<file path="src/dwpb_pkg.sv">
package dwpb_pkg;

  localparam int CFG_W      = 8;
  localparam int CNT_W      = 6;
  localparam int SUM_W      = 40;
  localparam int DMAG_W     = 16;
  localparam int SQ_W       = 32;
  localparam int CUBE_W     = 48;
  localparam int PROD_W     = 56;
  localparam int ACC_W      = 59;
  localparam int ROOT_ARG_W = 32;
  localparam int TRIAL_W    = 34;

  localparam logic [2:0] REG_BASE_SPEED = 3'd0;
  localparam logic [2:0] REG_KP_NUM     = 3'd1;
  localparam logic [2:0] REG_KP_DEN     = 3'd2;
  localparam logic [2:0] REG_KI_NUM     = 3'd3;
  localparam logic [2:0] REG_KI_DEN     = 3'd4;
  localparam logic [2:0] REG_KD_NUM     = 3'd5;
  localparam logic [2:0] REG_KD_DEN     = 3'd6;

  localparam logic signed [SUM_W:0] SUM_MAX = 41'sd549755813887;
  localparam logic [DMAG_W-1:0] DIFF_MAX = 16'hFFFF;

  typedef enum logic [1:0] {
    TERM_P = 2'd0,
    TERM_I = 2'd1,
    TERM_D = 2'd2
  } term_t;

  typedef struct packed {
    logic             clear;
    logic             load;
    logic             mul;
    term_t            sel;
    logic             div_step;
    logic             root_init;
    logic             root_step;
    logic             acc_div;
    logic             acc_root;
    logic             sq;
    logic             cube;
    logic             finish;
    logic [CNT_W-1:0] step;
  } dwpb_cmd_t;

  typedef struct packed {
    logic out_free;
  } dwpb_sts_t;

endpackage

</file>
<file path="src/dwpb_ctrl.sv">
module dwpb_ctrl
  import dwpb_pkg::*;
#(
  parameter int ROOT_STEPS = 16
) (
  input  logic      clk,
  input  logic      rst_n,
  input  logic      in_valid,
  input  logic      in_action,
  output logic      in_ready,
  output dwpb_cmd_t cmd,
  input  dwpb_sts_t sts
);

  typedef enum logic [14:0] {
    S_IDLE      = 15'b000000000000001,
    S_MUL_P     = 15'b000000000000010,
    S_DIV_P     = 15'b000000000000100,
    S_ACC_P     = 15'b000000000001000,
    S_MUL_I     = 15'b000000000010000,
    S_DIV_I     = 15'b000000000100000,
    S_ROOT_INIT = 15'b000000001000000,
    S_ROOT      = 15'b000000010000000,
    S_ACC_I     = 15'b000000100000000,
    S_SQ        = 15'b000001000000000,
    S_CUBE      = 15'b000010000000000,
    S_MUL_D     = 15'b000100000000000,
    S_DIV_D     = 15'b001000000000000,
    S_ACC_D     = 15'b010000000000000,
    S_FINISH    = 15'b100000000000000
  } state_t;

  state_t           state_r, state_nxt;
  logic [CNT_W-1:0] cnt_r, cnt_nxt;

  always_ff @(posedge clk) begin
    if (!rst_n) begin
      state_r <= S_IDLE;
      cnt_r   <= '0;
    end else begin
      state_r <= state_nxt;
      cnt_r   <= cnt_nxt;
    end
  end

  assign in_ready = (state_r == S_IDLE);

  always_comb begin
    state_nxt = state_r;
    cnt_nxt   = cnt_r;
    cmd       = '0;
    cmd.sel   = TERM_P;
    cmd.step  = cnt_r;
    case (state_r)
      S_IDLE: begin
        if (in_valid) begin
          if (in_action) begin
            cmd.clear = 1'b1;
          end else begin
            cmd.load  = 1'b1;
            state_nxt = S_MUL_P;
          end
        end
      end
      S_MUL_P: begin
        cmd.mul   = 1'b1;
        cmd.sel   = TERM_P;
        cnt_nxt   = CNT_W'(PROD_W - 1);
        state_nxt = S_DIV_P;
      end
      S_DIV_P: begin
        cmd.div_step = 1'b1;
        cnt_nxt      = cnt_r - 1'b1;
        if (cnt_r == '0) state_nxt = S_ACC_P;
      end
      S_ACC_P: begin
        cmd.acc_div = 1'b1;
        state_nxt   = S_MUL_I;
      end
      S_MUL_I: begin
        cmd.mul   = 1'b1;
        cmd.sel   = TERM_I;
        cnt_nxt   = CNT_W'(PROD_W - 1);
        state_nxt = S_DIV_I;
      end
      S_DIV_I: begin
        cmd.div_step = 1'b1;
        cnt_nxt      = cnt_r - 1'b1;
        if (cnt_r == '0) state_nxt = S_ROOT_INIT;
      end
      S_ROOT_INIT: begin
        cmd.root_init = 1'b1;
        cnt_nxt       = CNT_W'(ROOT_STEPS - 1);
        state_nxt     = S_ROOT;
      end
      S_ROOT: begin
        cmd.root_step = 1'b1;
        cnt_nxt       = cnt_r - 1'b1;
        if (cnt_r == '0) state_nxt = S_ACC_I;
      end
      S_ACC_I: begin
        cmd.acc_root = 1'b1;
        state_nxt    = S_SQ;
      end
      S_SQ: begin
        cmd.sq    = 1'b1;
        state_nxt = S_CUBE;
      end
      S_CUBE: begin
        cmd.cube  = 1'b1;
        state_nxt = S_MUL_D;
      end
      S_MUL_D: begin
        cmd.mul   = 1'b1;
        cmd.sel   = TERM_D;
        cnt_nxt   = CNT_W'(PROD_W - 1);
        state_nxt = S_DIV_D;
      end
      S_DIV_D: begin
        cmd.div_step = 1'b1;
        cnt_nxt      = cnt_r - 1'b1;
        if (cnt_r == '0) state_nxt = S_ACC_D;
      end
      S_ACC_D: begin
        cmd.acc_div = 1'b1;
        state_nxt   = S_FINISH;
      end
      S_FINISH: begin
        // hold until the output register is free
        if (sts.out_free) begin
          cmd.finish = 1'b1;
          state_nxt  = S_IDLE;
        end
      end
      default: begin
        state_nxt = S_IDLE;
      end
    endcase
  end

endmodule

</file>
<file path="config.mk">
export PLATFORM = sky130hd
export DESIGN_NAME = dwpb_ctrl
export DESIGN_NICKNAME = d
export VERILOG_FILES = /design/src/dwpb_pkg.sv /design/src/dwpb_ctrl.sv
export SDC_FILE = /design/constraint.sdc
export NUM_CORES = 1
export LEC_CHECK = 0
export BUFFER_PORTS_ARGS = -buffer_cell sky130_fd_sc_hd__clkbuf_2
export CAP_MARGIN = 20
export CORE_MARGIN = 2
export CORE_UTILIZATION = 48
export CTS_CLUSTER_DIAMETER = 50
export DETAILED_ROUTE_END_ITERATION = 10
export PLACE_DENSITY = 0.75
export SLEW_MARGIN = 40
export SYNTH_ARGS = -nofsm -noshare
export SYNTH_HDL_FRONTEND = slang
export SYNTH_SLANG_ARGS = --single-unit
</file>
<file path="constraint.sdc">
create_clock -name clk -period 2.3 [get_ports clk]
set_input_delay 0.345 -clock clk [delete_from_list [all_inputs] [get_ports clk]]
set_output_delay 0.345 -clock clk [all_outputs]
set_load 0.02 [all_outputs]
</file>
==> run summary <==
The worst slew margin relative to its limit was 66.7%; the overall power was 1.14 mW. The largest individual stage delay along the critical path comes from the cell or4_4. The tools report the post-synthesis cell area as 1230 µm². Among all flip-flop cells after synthesis, the most frequent one is dfxtp_1.

Clock tree synthesis found a total of 21 sinks. The number of distinct library cells after synthesis was 44. For the arrival time at the worst endpoint, the log shows 2.04 ns. After global routing the overflow that remains totals 0. After the first detailed-routing iteration, the DRC count stood at 58. On the critical path the largest part of the delay comes from simple AND/OR/NAND/NOR gates. The layout-stage area growth over the synthesis result is 48.4%, and the post-synth net total is 159. The post-synthesis area per instance is 8.10 µm².

0 antenna diodes ended up in the layout. The floorplan die area was 2990 µm². The tool flagged a number of max-cap violations equal to 0. The tools report the total wire length after detailed routing as 3770 µm. Traced cell by cell, the critical path runs through or4_4, or4_4, nand2b_4, inv_4, buf_8. The depth of the CTS H-tree is 1. Port buffering added 24 buffers. The final critical path time including I/O delays and setup came out at 2.39 ns. For the number of max-slew violations in the final report, the log shows 0.

The checks that failed: negative setup slack. The worst setup path is captured at an output pin. The count of nets left with antenna violations once routing finished came out at 0.

The run gives 240 as the post-layout instance count excluding filler cells. For the sequential element share of the synthesized area, the log shows 34.1%. The first TritonRoute pass finished after 4 iterations.

The post-route worst setup slack was -0.0875 ns. Clock latency on the worst-skew pair, taken at its later pin, is 0.32 ns. The via count of the first global-routing pass is 1,337.

The number of cells on the worst reg-to-reg path is 6. Of all nets on the critical path, the largest fanout is 3. Sorting the synthesized cells by how often they occur yields 21 x dfxtp_1, 21 x nor2_1, 16 x nor3_1. In this run, CTS created clock tree buffers numbering 3.

Clock skew on the completed layout was measured at 0.00362 ns. The worst path uses 104% of the clock period. For the area of the core, the log shows 2450 µm². Initial antenna violation count: 0. The number of storage elements in the synthesis netlist works out to 21. Critical path endpoint: cmd[12]. Power spread over the standard cell area amounts to 625 nW/µm². The capture point of the worst reg-to-reg path is cnt_r[3]. The logs give 26.2% for the aggregate global-route resource usage and 50.2% for the starting utilization of the core area.

Summed over all nets, the half-perimeter wirelength after detailed placement is 2530 µm. The critical path start-end classification was reg -> out. The height of the chip came out at 54.6 µm.

Entering global routing, the biggest net connects 13 pins. The number of cells after detailed placement came out at 219. Largest voltage drop on the vdd net: 0.749 mV. Start of the worst register-to-register path: state_r[11]. Counting flops with a built-in enable in the synthesized netlist gives 0.

The setup-violating endpoint count in the final report came out at 4. Final hold analysis gives a worst-case slack of 0.282 ns. The first global-routing pass estimated 5570 µm of wire. Startpoint kind of the worst setup timing path: a flop. The gate count after technology mapping came out at 152. The final net count was 218. Ranked by total cell area, the synthesized netlist is headed by dfxtp_1 34%, nor3_1 6.5%, nor2_1 6.4%. For this run, the top clock speed supported by timing is 419 MHz. The largest single stage delay on the critical path is 0.54 ns. The clock tree root buffer cell is clkbuf_4. STA puts the critical path data required time at 1.96 ns. The clock passes through at most 2 buffers.

Routability-driven placement finished with a final weighted congestion of 0.842. In the routed design, unresolved DRC markers number 0. The run finished, with violations left.

The area share of the largest cell type after synthesis works out to 34.1%. Final number of hold-violating endpoints: 0. The average vias per placed instance works out to 5.92. The chip width was 54.6 µm. The overall via count from detail_route is 1,421, and the number of primary I/O pins is 25. The minimum setup slack among reg-to-reg paths is -0.01 ns.

The most critical setup path has its startpoint at state_r[0]. The cell that appears most often on the critical path is or4_4. In the final routed layout, each cell accounts on average for 15.7 µm. The critical path crosses 5 cells after its start point.

The actual transition at the worst max-transition pin is 0.492 ns. The clock transition time at the flip-flop clock pins of the worst setup and hold paths is 0.13 ns, and the leakage power is 0.770 nW. The path class of the lowest-slack min-delay path was in -> reg.

The tools report the number of warning messages in the yosys log as 0. The critical path buffer and inverter count was 2; the floorplan row count was 18. Prior to clock tree synthesis, the placed netlist has a worst setup slack of -0.0220 ns.

Fraction of final layout cells sized beyond drive strength 1: 47.6%. Cell type with the largest total area after synthesis: dfxtp_1. TritonCTS built the clock tree. Setup repair after global routing could not meet its margin everywhere. The async set or reset register ratio after synthesis works out to 0%.
==> layer usage <==
metal	up-vias	GRT usage (%)	part of all wire [%]
met5	-	0	0
met1	659	29.4	40
li1	684	-	-
met4	0	15.0	3.5
met3	14	2.73	5.4
met2	64	47.2	51
==> sequential cells by signal, summed over array words and instances, names as in the netlist <==
name / count
state_r: 15
cnt_r: 6
==> worst reg2reg max path, delay by kind of cell (launching register included) <==
family | cells | cell delay [ns]
DFF | 1 | 0.35
AOI/OAI and AO/OA | 3 | 0.62
and+or+nand+nor | 3 | 1.26
==> where the power goes <==
group | internal [mW] | leakage [nW] | switching (mW) | total [mW]
Clock | 0.0651 | 0.0177 | 0.127 | 0.192
Sequential | 0.389 | 0.173 | 0.0233 | 0.412
Combinational | 0.258 | 0.579 | 0.278 | 0.537
==> cell usage in the layout (no fill, tap or decap), types with 5 or more instances in the layout <==
cell type	count
nor4_1	5
dfxtp_2	5
nor2_1	19
a21oi_1	6
buf_4	36
or4_4	5
dfxtp_1	14
nand2_1	8
clkbuf_2	14
nor3_1	13
==> how the worst min path moves through the flow <==
stage / slack, ns / cells past startpoint / startpoint / end
after detailed placement: 0.50 / 1 / cnt_r[0] / cnt_r[0]
after CTS: 0.28 / 2 / rst_n / cnt_r[4]
after global placement: 0.50 / 1 / cnt_r[0] / cnt_r[0]
after floorplan: 0.46 / 1 / rst_n / cnt_r[2]
final: 0.28 / 2 / rst_n / cnt_r[4]
after global routing: 0.29 / 2 / rst_n / cnt_r[4]
==> stage by stage <==
stage          cell area (µm²)  TNS (ns)  util (%)
3_3_place_gp              1480         0      60.4
6_report                  1830    -0.167      74.4
2_1_floorplan             1230         0         -
5_1_grt                   1830    -0.562      74.4
4_1_cts                   1680    -0.204      68.2
3_5_place_dp              1480   -0.0277      60.4
==> repair_timing <==
| action | in CTS | in global routing |
|---|---|---|
| pin swaps | 10 | 16 |
| setup endpoints to repair | 13 | 24 |
| hold buffers | 0 | 0 |
| resized for setup | 33 | 30 |
| buffers inserted | 8 | 9 |
==> area by class of cell <==
cell class                 instances  area, µm²
sequential                        21        434
tap                               30       37.5
clock buffer                       3       22.5
multi-input combinational        120        862
inverter                           7       31.3
timing repair buffer              58        434
clock inverter                     1       5.00
fill                             174        628
==> logic make-up after synthesis <==
kind of cell	share of synthesized area, %
xor+xnor	2.13
fa+ha+maj	2.03
simple gates	41.0
compound gates	15.0
flops	34.1
mux	0.915
buf+inv	4.78
(Power assumes the default switching activity.)
